`config.mk`:
```
export PLATFORM = sky130hd
export DESIGN_NAME = button_to_channel_value_flat
export DESIGN_NICKNAME = d
export VERILOG_FILES = /design/src/design/btc_pkg.sv /design/src/design/btc_if.sv /design/src/design/btc_cfg.sv /design/src/design/btc_ctrl.sv /design/src/design/btc_dp.sv /design/src/design/button_to_channel_value.sv /design/src/flat_wrapper.sv
export VERILOG_INCLUDE_DIRS = /design/src /design/src/design
export SDC_FILE = /design/constraint.sdc
export NUM_CORES = 1
export LEC_CHECK = 0
export BUFFER_PORTS_ARGS = -buffer_cell sky130_fd_sc_hd__buf_2
export CAP_MARGIN = 30
export CORE_MARGIN = 2
export CORE_UTILIZATION = 62
export DETAILED_ROUTE_END_ITERATION = 6
export PLACE_DENSITY = 0.88
export SETUP_SLACK_MARGIN = 0.3
export SLEW_MARGIN = 40
export SYNTH_ARGS = -nofsm -noshare
export SYNTH_HDL_FRONTEND = slang
export SYNTH_SLANG_ARGS = --single-unit
```
`constraint.sdc`:
```
create_clock -name clk -period 8.22 [get_ports clk]
set_clock_uncertainty 0.2 [all_clocks]
set_input_delay 0.822 -clock clk [delete_from_list [all_inputs] [get_ports clk]]
set_output_delay 0.822 -clock clk [all_outputs]
set_load 0.05 [all_outputs]
```
`src/design/assert_macros.svh`:
```
`ifndef ASSERT_MACROS_SVH
`define ASSERT_MACROS_SVH

// ante must be followed by cons in the same cycle
`define CHECK_IMPLY(lbl, clk_i, rstn_i, ante, cons) \
	lbl: assert property (@(posedge clk_i) disable iff (!rstn_i) (ante) |-> (cons)) \
		else $error("same-cycle implication failed");

// ante must be followed by cons in the next cycle
`define CHECK_NEXT(lbl, clk_i, rstn_i, ante, cons) \
	lbl: assert property (@(posedge clk_i) disable iff (!rstn_i) (ante) |=> (cons)) \
		else $error("next-cycle implication failed");

// cond must never hold
`define CHECK_NEVER(lbl, clk_i, rstn_i, cond) \
	lbl: assert property (@(posedge clk_i) disable iff (!rstn_i) !(cond)) \
		else $error("forbidden condition seen");

`endif

```
`src/design/btc_pkg.sv`:
```
package btc_pkg;

	localparam int SLOT_COUNT_DEF = 6;
	localparam int SLOT_W = 4;
	localparam int SLOTS_W = 24;
	localparam int BTN_W = 15;
	localparam int PRES_W = 4;
	localparam int VAL_W = 12;
	localparam int ADDR_W = 5;
	localparam int DATA_W = 32;

	localparam logic [SLOT_W-1:0] SLOT_MASK = 4'h0F;
	localparam logic [PRES_W-1:0] BUTTON_COUNT = 4'd15;
	localparam logic [VAL_W-1:0] VALUE_MAX = 12'd4095;

	localparam logic [VAL_W-1:0] MIN_RESET = 12'd1000;
	localparam logic [VAL_W-1:0] MAX_RESET = 12'd2000;

	typedef enum logic [2:0] {
		REG_SLOTS  = 3'd0,
		REG_TOGGLE = 3'd1,
		REG_INVERT = 3'd2,
		REG_MIN    = 3'd3,
		REG_MAX    = 3'd4
	} cfg_reg_t;

	typedef struct packed {
		logic [SLOTS_W-1:0] button_slots;
		logic               toggle_mode;
		logic               invert;
		logic [VAL_W-1:0]   channel_min;
		logic [VAL_W-1:0]   channel_max;
	} cfg_t;

	typedef struct packed {
		logic capture;
		logic scan;
		logic div_step;
		logic finish;
	} ctrl_cmd_t;

	typedef struct packed {
		logic need_div;
		logic out_free;
	} ctrl_sts_t;

endpackage

```
`src/design/btc_if.sv`:
```
interface btc_in_if;
	logic                            valid;
	logic                            ready;
	logic [btc_pkg::BTN_W-1:0]  buttons_now;
	logic [btc_pkg::PRES_W-1:0] buttons_present;

	modport source (output valid, output buttons_now, output buttons_present, input ready);
	modport sink (input valid, input buttons_now, input buttons_present, output ready);
endinterface

interface btc_out_if;
	logic                           valid;
	logic                           ready;
	logic [btc_pkg::VAL_W-1:0] channel_value;

	modport source (output valid, output channel_value, input ready);
	modport sink (input valid, input channel_value, output ready);
endinterface

```
`src/design/btc_cfg.sv`:
```
module btc_cfg (
	input  logic                        clk,
	input  logic                        arst_n,
	input  logic                        psel,
	input  logic                        penable,
	input  logic                        pwrite,
	input  logic [btc_pkg::ADDR_W-1:0] paddr,
	input  logic [btc_pkg::DATA_W-1:0] pwdata,
	output logic [btc_pkg::DATA_W-1:0] prdata,
	output logic                        pready,
	output btc_pkg::cfg_t               cfg
);

	btc_pkg::cfg_t cfg_q;
	btc_pkg::cfg_reg_t idx;
	logic wr_en;

	assign pready = 1'b1;
	assign idx = btc_pkg::cfg_reg_t'(paddr[btc_pkg::ADDR_W-1:2]);
	assign wr_en = psel && penable && pwrite;
	assign cfg = cfg_q;

	always_ff @(posedge clk or negedge arst_n) begin
		if (!arst_n) begin
			cfg_q.button_slots <= '0;
			cfg_q.toggle_mode <= 1'b0;
			cfg_q.invert <= 1'b0;
			cfg_q.channel_min <= btc_pkg::MIN_RESET;
			cfg_q.channel_max <= btc_pkg::MAX_RESET;
		end else if (wr_en) begin
			unique case (idx)
				btc_pkg::REG_SLOTS: cfg_q.button_slots <= pwdata[btc_pkg::SLOTS_W-1:0];
				btc_pkg::REG_TOGGLE: cfg_q.toggle_mode <= pwdata[0];
				btc_pkg::REG_INVERT: cfg_q.invert <= pwdata[0];
				btc_pkg::REG_MIN: cfg_q.channel_min <= pwdata[btc_pkg::VAL_W-1:0];
				btc_pkg::REG_MAX: cfg_q.channel_max <= pwdata[btc_pkg::VAL_W-1:0];
				default: ;
			endcase
		end
	end

	always_comb begin
		prdata = '0;
		unique case (idx)
			btc_pkg::REG_SLOTS: prdata = {8'd0, cfg_q.button_slots};
			btc_pkg::REG_TOGGLE: prdata = {31'd0, cfg_q.toggle_mode};
			btc_pkg::REG_INVERT: prdata = {31'd0, cfg_q.invert};
			btc_pkg::REG_MIN: prdata = {20'd0, cfg_q.channel_min};
			btc_pkg::REG_MAX: prdata = {20'd0, cfg_q.channel_max};
			default: prdata = '0;
		endcase
	end

endmodule

```
`src/design/btc_ctrl.sv`:
```
module btc_ctrl #(
	parameter int DIV_STEPS = 8
) (
	input  logic                   clk,
	input  logic                   arst_n,
	input  logic                   in_valid,
	output logic                   in_ready,
	input  btc_pkg::ctrl_sts_t     sts,
	output btc_pkg::ctrl_cmd_t     cmd
);

	localparam int StepW = (DIV_STEPS > 1) ? $clog2(DIV_STEPS) : 1;

	typedef enum logic [3:0] {
		ST_IDLE = 4'b0001,
		ST_SCAN = 4'b0010,
		ST_DIV  = 4'b0100,
		ST_FIN  = 4'b1000
	} state_t;

	state_t state_q, state_d;
	logic [StepW-1:0] step_q;

	assign in_ready = (state_q == ST_IDLE);
	assign cmd.capture = in_ready && in_valid;
	assign cmd.scan = (state_q == ST_SCAN);
	assign cmd.div_step = (state_q == ST_DIV);
	assign cmd.finish = (state_q == ST_FIN) && sts.out_free;

	always_comb begin
		state_d = state_q;
		unique case (state_q)
			ST_IDLE: if (in_valid) state_d = ST_SCAN;
			ST_SCAN: state_d = sts.need_div ? ST_DIV : ST_FIN;
			ST_DIV: if (step_q == '0) state_d = ST_FIN;
			ST_FIN: if (sts.out_free) state_d = ST_IDLE;
			default: state_d = ST_IDLE;
		endcase
	end

	always_ff @(posedge clk or negedge arst_n) begin
		if (!arst_n) begin
			state_q <= ST_IDLE;
			step_q <= '0;
		end else begin
			state_q <= state_d;
			if (cmd.scan) begin
				step_q <= StepW'(DIV_STEPS - 1);
			end else if (cmd.div_step) begin
				step_q <= step_q - StepW'(1);
			end
		end
	end

endmodule

```
`src/design/btc_dp.sv`:
```
module btc_dp #(
	parameter int SLOT_COUNT = btc_pkg::SLOT_COUNT_DEF
) (
	input  logic                        clk,
	input  logic                        arst_n,
	input  btc_pkg::cfg_t               cfg,
	input  btc_pkg::ctrl_cmd_t          cmd,
	output btc_pkg::ctrl_sts_t          sts,
	input  logic [btc_pkg::BTN_W-1:0]  buttons_now,
	input  logic [btc_pkg::PRES_W-1:0] buttons_present,
	btc_out_if.source                   out_ch
);

	localparam int CntW = $clog2(SLOT_COUNT + 1);
	localparam int MagW = btc_pkg::VAL_W + CntW;
	localparam int DivSteps = (MagW + 1) / 2;
	localparam int DivW = 2 * DivSteps;
	localparam int VW = btc_pkg::VAL_W;
	localparam int SLOT_W_L = btc_pkg::SLOT_W;

	// sample and history
	logic [btc_pkg::BTN_W-1:0] now_q, last_btn_q;
	logic [btc_pkg::PRES_W-1:0] present_q;
	logic [VW-1:0] last_q;

	// scan results
	logic level_q, add_neg_q;
	logic [VW-1:0] direct_q, base_q;
	logic [CntW-1:0] den_q, rem_q;
	logic [DivW-1:0] quo_q;

	// output register
	logic out_valid_q;
	logic [VW-1:0] out_val_q;

	// scan logic
	logic [btc_pkg::BTN_W:0] now_pad, last_pad;
	logic [CntW-1:0] n, rank, num, den;
	logic found, level, ok, pressed, rise;
	logic [SLOT_W_L-1:0] slot, btn;
	logic [VW-1:0] lo, hi, held, mid, direct;
	logic [VW:0] diff, mag13, sum13;
	logic [MagW-1:0] prod;

	assign now_pad = {1'b0, now_q};
	assign last_pad = {1'b0, last_btn_q};

	always_comb begin
		n = '0;
		rank = '0;
		found = 1'b0;
		slot = '0;
		btn = '0;
		ok = 1'b0;
		pressed = 1'b0;
		rise = 1'b0;
		for (int k = 0; k < SLOT_COUNT; k++) begin
			slot = cfg.button_slots[SLOT_W_L*k +: SLOT_W_L] & btc_pkg::SLOT_MASK;
			btn = slot - SLOT_W_L'(1);
			ok = (btn < present_q) && (btn < btc_pkg::BUTTON_COUNT);
			pressed = ok && now_pad[btn];
			rise = pressed && !last_pad[btn];
			if (slot != '0) begin
				if (!found && (cfg.toggle_mode ? rise : pressed)) begin
					found = 1'b1;
					rank = n;
				end
				n = n + CntW'(1);
			end
		end
	end

	always_comb begin
		lo = cfg.invert ? cfg.channel_max : cfg.channel_min;
		hi = cfg.invert ? cfg.channel_min : cfg.channel_max;
		held = (last_q == '0) ? lo : last_q;
		sum13 = {1'b0, cfg.channel_min} + {1'b0, cfg.channel_max};
		mid = sum13[VW:1];
		level = 1'b0;
		direct = '0;
		num = '0;
		den = n;
		if (n == '0) begin
			direct = '0;
		end else if (!cfg.toggle_mode) begin
			if (n == CntW'(1)) begin
				direct = found ? hi : lo;
			end else if (found) begin
				level = 1'b1;
				num = rank + CntW'(1);
			end else begin
				direct = lo;
			end
		end else begin
			if (!found) begin
				direct = held;
			end else if (n == CntW'(1)) begin
				direct = (last_q >= mid) ? cfg.channel_min : cfg.channel_max;
			end else begin
				level = 1'b1;
				num = rank;
				den = n - CntW'(1);
			end
		end
	end

	assign diff = {1'b0, cfg.channel_max} - {1'b0, cfg.channel_min};
	assign mag13 = diff[VW] ? ((VW+1)'(0) - diff) : diff;
	assign prod = MagW'(mag13[VW-1:0]) * MagW'(num);

	// two restoring divide steps per cycle
	logic [CntW:0] r1, r2;
	logic [CntW-1:0] r1s, r2s;
	logic ge1, ge2;

	always_comb begin
		r1 = {rem_q, quo_q[DivW-1]};
		ge1 = (r1 >= {1'b0, den_q});
		r1s = ge1 ? CntW'(r1 - {1'b0, den_q}) : r1[CntW-1:0];
		r2 = {r1s, quo_q[DivW-2]};
		ge2 = (r2 >= {1'b0, den_q});
		r2s = ge2 ? CntW'(r2 - {1'b0, den_q}) : r2[CntW-1:0];
	end

	// final combine and clamp
	logic signed [VW+2:0] base_s, part_s, res_s;
	logic [VW-1:0] result;

	always_comb begin
		base_s = $signed({3'd0, base_q});
		part_s = $signed({2'd0, quo_q[VW:0]});
		res_s = add_neg_q ? (base_s - part_s) : (base_s + part_s);
		if (!level_q) begin
			result = direct_q;
		end else if (res_s < 0) begin
			result = '0;
		end else if (res_s > $signed({3'd0, btc_pkg::VALUE_MAX})) begin
			result = btc_pkg::VALUE_MAX;
		end else begin
			result = res_s[VW-1:0];
		end
	end

	assign sts.need_div = level;
	assign sts.out_free = !out_valid_q || out_ch.ready;
	assign out_ch.valid = out_valid_q;
	assign out_ch.channel_value = out_val_q;

	always_ff @(posedge clk) begin
		if (cmd.capture) begin
			now_q <= buttons_now;
			present_q <= buttons_present;
		end
		if (cmd.scan) begin
			level_q <= level;
			direct_q <= direct;
			base_q <= cfg.invert ? cfg.channel_max : cfg.channel_min;
			add_neg_q <= diff[VW] ^ cfg.invert;
			den_q <= den;
			rem_q <= '0;
			quo_q <= DivW'(prod);
		end else if (cmd.div_step) begin
			rem_q <= r2s;
			quo_q <= {quo_q[DivW-3:0], ge1, ge2};
		end
		if (cmd.finish) begin
			out_val_q <= result;
		end
	end

	always_ff @(posedge clk or negedge arst_n) begin
		if (!arst_n) begin
			out_valid_q <= 1'b0;
			last_q <= '0;
			last_btn_q <= '0;
		end else begin
			if (cmd.finish) begin
				out_valid_q <= 1'b1;
				last_q <= result;
				last_btn_q <= now_q;
			end else if (out_ch.ready) begin
				out_valid_q <= 1'b0;
			end
		end
	end

endmodule

```
`src/design/button_to_channel_value.sv`:
```
// Maps one sample of joystick button states to one radio channel value, in
// momentary or toggle mode, from up to six configured button slots. An accepted
// sample is captured, scanned and then loaded into the output register when the
// value is an end point, a held value or zero, after which the next sample can
// be taken; a sample that lands on an intermediate level also passes through the
// divide state, where the restoring divider retires two quotient bits per cycle
// for the span times step over slot count (slot count less one in toggle mode).
// One sample is in work at a time; a finished value waits in the output register
// while the next sample is taken in, and a new result holds until that register
// drains.
`include "assert_macros.svh"

module button_to_channel_value #(
	parameter int SLOT_COUNT = btc_pkg::SLOT_COUNT_DEF
) (
	input  logic                        clk,
	input  logic                        arst_n,
	input  logic                        psel,
	input  logic                        penable,
	input  logic                        pwrite,
	input  logic [btc_pkg::ADDR_W-1:0] paddr,
	input  logic [btc_pkg::DATA_W-1:0] pwdata,
	output logic [btc_pkg::DATA_W-1:0] prdata,
	output logic                        pready,
	btc_in_if.sink                      in_ch,
	btc_out_if.source                   out_ch
);

	localparam int CntW = $clog2(SLOT_COUNT + 1);
	localparam int MagW = btc_pkg::VAL_W + CntW;
	localparam int DivSteps = (MagW + 1) / 2;

	btc_pkg::cfg_t cfg;
	btc_pkg::ctrl_cmd_t cmd;
	btc_pkg::ctrl_sts_t sts;
	logic in_ready;

	assign in_ch.ready = in_ready;

	btc_cfg u_cfg (
		.clk     (clk),
		.arst_n  (arst_n),
		.psel    (psel),
		.penable (penable),
		.pwrite  (pwrite),
		.paddr   (paddr),
		.pwdata  (pwdata),
		.prdata  (prdata),
		.pready  (pready),
		.cfg     (cfg)
	);

	btc_ctrl #(
		.DIV_STEPS (DivSteps)
	) u_ctrl (
		.clk      (clk),
		.arst_n   (arst_n),
		.in_valid (in_ch.valid),
		.in_ready (in_ready),
		.sts      (sts),
		.cmd      (cmd)
	);

	btc_dp #(
		.SLOT_COUNT (SLOT_COUNT)
	) u_dp (
		.clk             (clk),
		.arst_n          (arst_n),
		.cfg             (cfg),
		.cmd             (cmd),
		.sts             (sts),
		.buttons_now     (in_ch.buttons_now),
		.buttons_present (in_ch.buttons_present),
		.out_ch          (out_ch)
	);

	`CHECK_NEXT(a_accept_then_scan, clk, arst_n, in_ch.valid && in_ch.ready, cmd.scan)
	`CHECK_NEVER(a_no_accept_in_divide, clk, arst_n, in_ch.ready && cmd.div_step)
	`CHECK_IMPLY(a_out_from_finish, clk, arst_n, $rose(out_ch.valid), $past(cmd.finish))

endmodule
```
`src/flat_wrapper.sv`:
```
// flat-port wrapper written by rule: the top's interface ports become plain ports
module button_to_channel_value_flat 
#(
	parameter int SLOT_COUNT = btc_pkg::SLOT_COUNT_DEF
)
  (clk, arst_n, psel, penable, pwrite, paddr, pwdata, prdata, pready, in_ch_valid, in_ch_buttons_now, in_ch_buttons_present, in_ch_ready, out_ch_valid, out_ch_channel_value, out_ch_ready);
  btc_in_if in_ch_i ();
  btc_out_if out_ch_i ();
  input  logic clk;
  input  logic arst_n;
  input  logic psel;
  input  logic penable;
  input  logic pwrite;
  input  logic [btc_pkg::ADDR_W-1:0] paddr;
  input  logic [btc_pkg::DATA_W-1:0] pwdata;
  output logic [btc_pkg::DATA_W-1:0] prdata;
  output logic pready;
  input wire logic [$bits(in_ch_i.valid)-1:0] in_ch_valid;
  input wire logic [$bits(in_ch_i.buttons_now)-1:0] in_ch_buttons_now;
  input wire logic [$bits(in_ch_i.buttons_present)-1:0] in_ch_buttons_present;
  output wire logic [$bits(in_ch_i.ready)-1:0] in_ch_ready;
  output wire logic [$bits(out_ch_i.valid)-1:0] out_ch_valid;
  output wire logic [$bits(out_ch_i.channel_value)-1:0] out_ch_channel_value;
  input wire logic [$bits(out_ch_i.ready)-1:0] out_ch_ready;
  assign in_ch_i.valid = in_ch_valid;
  assign in_ch_i.buttons_now = in_ch_buttons_now;
  assign in_ch_i.buttons_present = in_ch_buttons_present;
  assign in_ch_ready = in_ch_i.ready;
  assign out_ch_valid = out_ch_i.valid;
  assign out_ch_channel_value = out_ch_i.channel_value;
  assign out_ch_i.ready = out_ch_ready;
  button_to_channel_value #(.SLOT_COUNT(SLOT_COUNT)) u_core (.clk(clk), .arst_n(arst_n), .psel(psel), .penable(penable), .pwrite(pwrite), .paddr(paddr), .pwdata(pwdata), .prdata(prdata), .pready(pready), .in_ch(in_ch_i), .out_ch(out_ch_i));
endmodule
```
==> flow_summary.ini <==
[status]
status = finished with violations
violations = DRC

[synth]
netlist_instances = 1497
synth_top_area_frac = 0.161
synth_mux_area_frac = 0.118
ys_ff_latch = 164
yosysSeqAreaShare = 0.319
synthAdderAreaFrac = 0.133
synth_most_common_cell = nand2_1
syn_area_um2 = 14000
synth_compound_area_frac = 0.173
yosysTopAreaCell = edfxtp_1
syn_avg_cell_area_um2 = 9.36
synth_top_cells_by_count = nand2_1 (182), ha_1 (122), inv_1 (118)
synth-simple-area-share = 0.152
synth_top_family_by_area = compound AO/OA/AOI/OAI gates
yosys_warnings = 0
synth_area_leaders = edfxtp_1 (16%), dfrtp_1 (13%), ha_1 (11%), mux4_2 (5.3%), nand2_1 (4.9%)
synth-main-ff-cell = edfxtp_1
synth_edf_count = 75
synthXorXnorAreaFrac = 0.0448
synth.distinct_cells = 87
async_flop_share = 0.518

[critical_path]
cp-end-kind = register
slowest_stage = or4_1
cp_max_fo = 10
cp.required_ps = 8180
critPathLaunchType = register
crit_top_cell = ha_1
crit_type = register to register
cp.arrival_ps = 7640
max_stage_delay_ps = 560

[cells_and_area]
multi_input_area_um2 = 8870
final_nets = 1766
nFillCells = 1582
syn2layout_area_growth_pct = 10.3
register_area_um2 = 4480
drive_above_1_share = 0.179

[die]
start_util = 0.636
core_um2 = 22000
die_x_um = 154
die-area_um2 = 23800
pin_count = 110
die_y_um = 154
row_count = 54

[global_route]
grt_max_degree = 63
grt_overflow_total = 0
first_global_vias = 11700
gr-usage-all-layers = 0.309
antenna_found_initial = 1
grt_pass1_wl_mm = 58.6

[power]
pwr_density_cell_nw_per_um2 = 464
total_power_mw = 7.17
vdd.ir_drop.worst_uv = 308
power.leakage_nw = 7.02

[run]
drv_cap = 0

[clock_tree]
cts_tree = done
clk_latency_ps = 450
cts_hold_buf = 0
path_clk_slew_ps = 80
clock-sinks = 164
clock_tree.root_cell = clkbuf_16
cts_buffers = 17
ctsHtreeMaxLevel = 4
clock_path_buffers = 2

[sta]
setup_viol = 0
rsz0062_at_grt = no
maxSlewViolCount = 0
fin_tns_setup_ps = 0
slew_headroom = 0.436
hold_viol = 0
worst_pin_slew_ps = 846
period_minus_slack_ps = 7690
max_freq_ghz = 0.130
post-route-period-util = 0.935

[detailed_routing]
antenna_left = 0
via_count = 11900
drtIter0Drc = 1029
drt-total-wl_mm = 36.5
dr.pass1.iters = 7
routedWlPerCell_um = 19.7
viasPerCell = 6.42
drc_errors = 6

[worst_hold_path]
hold_class = input pin to async pin

[place]
io_buffers = 90
dpl.hpwl_mm = 27.5
gp_congestion = 0.984
-- kinds of logic (layout without fill, tap and decap cells) --
family	count (synthesis)	count (layout)
and+or+nand+nor	444	444
AOI/OAI and AO/OA	364	364
buffers and inverters	197	270
DFF	164	164
adders and majority gates	139	139
muxes	117	117
xor gates and xnor gates	70	70
other	2	10
-- repair_timing --
item / CTS / global route
resized for setup: 4 / 13
setup endpoints to repair: 1 / 4
hold endpoints to repair: 0 / 0
pin swaps: 0 / 1
setup buffers: 0 / 1
-- where the power goes --
| part | internal (mW) | switching (mW) |
|---|---|---|
| Sequential | 1.17 | 0.327 |
| Clock | 0.455 | 0.387 |
| Combinational | 1.99 | 2.84 |
| Total | 3.61 | 3.55 |
-- metal layers --
layer  GRT usage  part of all wire
met1       0.367              0.39
met2       0.539              0.50
met3      0.0446             0.066
met4       0.173             0.053
met5           0                 0
-- sequential cells by signal (all words and copies together) (netlist names) --
signal,flops
u_core.u_dp.out_ch.channel_value,12
u_core.u_dp.den_q,3
u_core.u_cfg.cfg,50
u_core.u_dp.level_q,1
u_core.u_ctrl.step_q,3
u_core.u_dp.present_q,4
u_core.u_dp.last_btn_q,15
u_core.u_dp.last_q,12
u_core.u_dp.out_ch.valid,1
u_core.u_dp.quo_q,16
u_core.u_dp.now_q,15
u_core.u_dp.add_neg_q,1
u_core.u_ctrl.state_q,4
u_core.u_dp.direct_q,12
u_core.u_dp.rem_q,3
u_core.u_dp.base_q,12
-- cell type report --
class,instances,area share
diodes,1,0.000162
flip-flops and latches,164,0.290
repair buffers,117,0.0432
well taps,280,0.0227
inverters,121,0.0297
clock buffers,18,0.0291
multi-input cells,1143,0.574
clock inverters,14,0.0116
-- layout by cell type, fill, tap and decap left out, drive strengths merged, types with 47 or more instances in the layout --
| cell type | n |
|---|---|
| a21oi | 78 |
| buf | 117 |
| dfrtp | 72 |
| edfxtp | 75 |
| ha | 122 |
| inv | 126 |
| mux2 | 47 |
| nand2 | 183 |
| nor2 | 82 |
| o21ai | 110 |
-- metrics by stage --
stage | setup slack [ps] | hold slack, ps | instance area [um2] | cells | utilization
5_1_grt | 232 | 91.2 | 15400 | 1857 | 0.701
6_report | 534 | 74.3 | 15500 | 1858 | 0.702
3_3_place_gp | 577 | 269 | 14700 | 1822 | 0.666
4_1_cts | 362 | 75.4 | 15300 | 1855 | 0.697
3_5_place_dp | 223 | 265 | 14700 | 1823 | 0.667
2_1_floorplan | 719 | 247 | 14000 | 1504 | -
-- worst paths after layout --
kind                                  startpoint                    end  slack (ps)  depth (start not counted)
setup / recovery            u_core.u_cfg.cfg[27]  u_core.u_dp.quo_q[14]         530                         31
hold / removal                            arst_n   u_core.u_cfg.cfg[47]          70                          1
setup reg to reg            u_core.u_cfg.cfg[27]  u_core.u_dp.quo_q[14]         530                         31
hold reg to reg            u_core.u_dp.quo_q[13]  u_core.u_dp.quo_q[15]         290                          2
max in group asynchronous                 arst_n  u_core.u_dp.last_q[1]        6860                          2
min in group clk           u_core.u_dp.quo_q[13]  u_core.u_dp.quo_q[15]         290                          2
-- worst max-delay path: cells and delay by family (launching register included) --
family	cells	cell delay [ps]
AO/OA/AOI/OAI	16	2880
XOR/XNOR	1	300
adder cells (fa/ha/maj)	6	1850
buffers and inverters	4	440
flip-flops	1	440
AND/OR/NAND/NOR	4	1300
No activity file was read; power rests on OpenSTA's default activity.
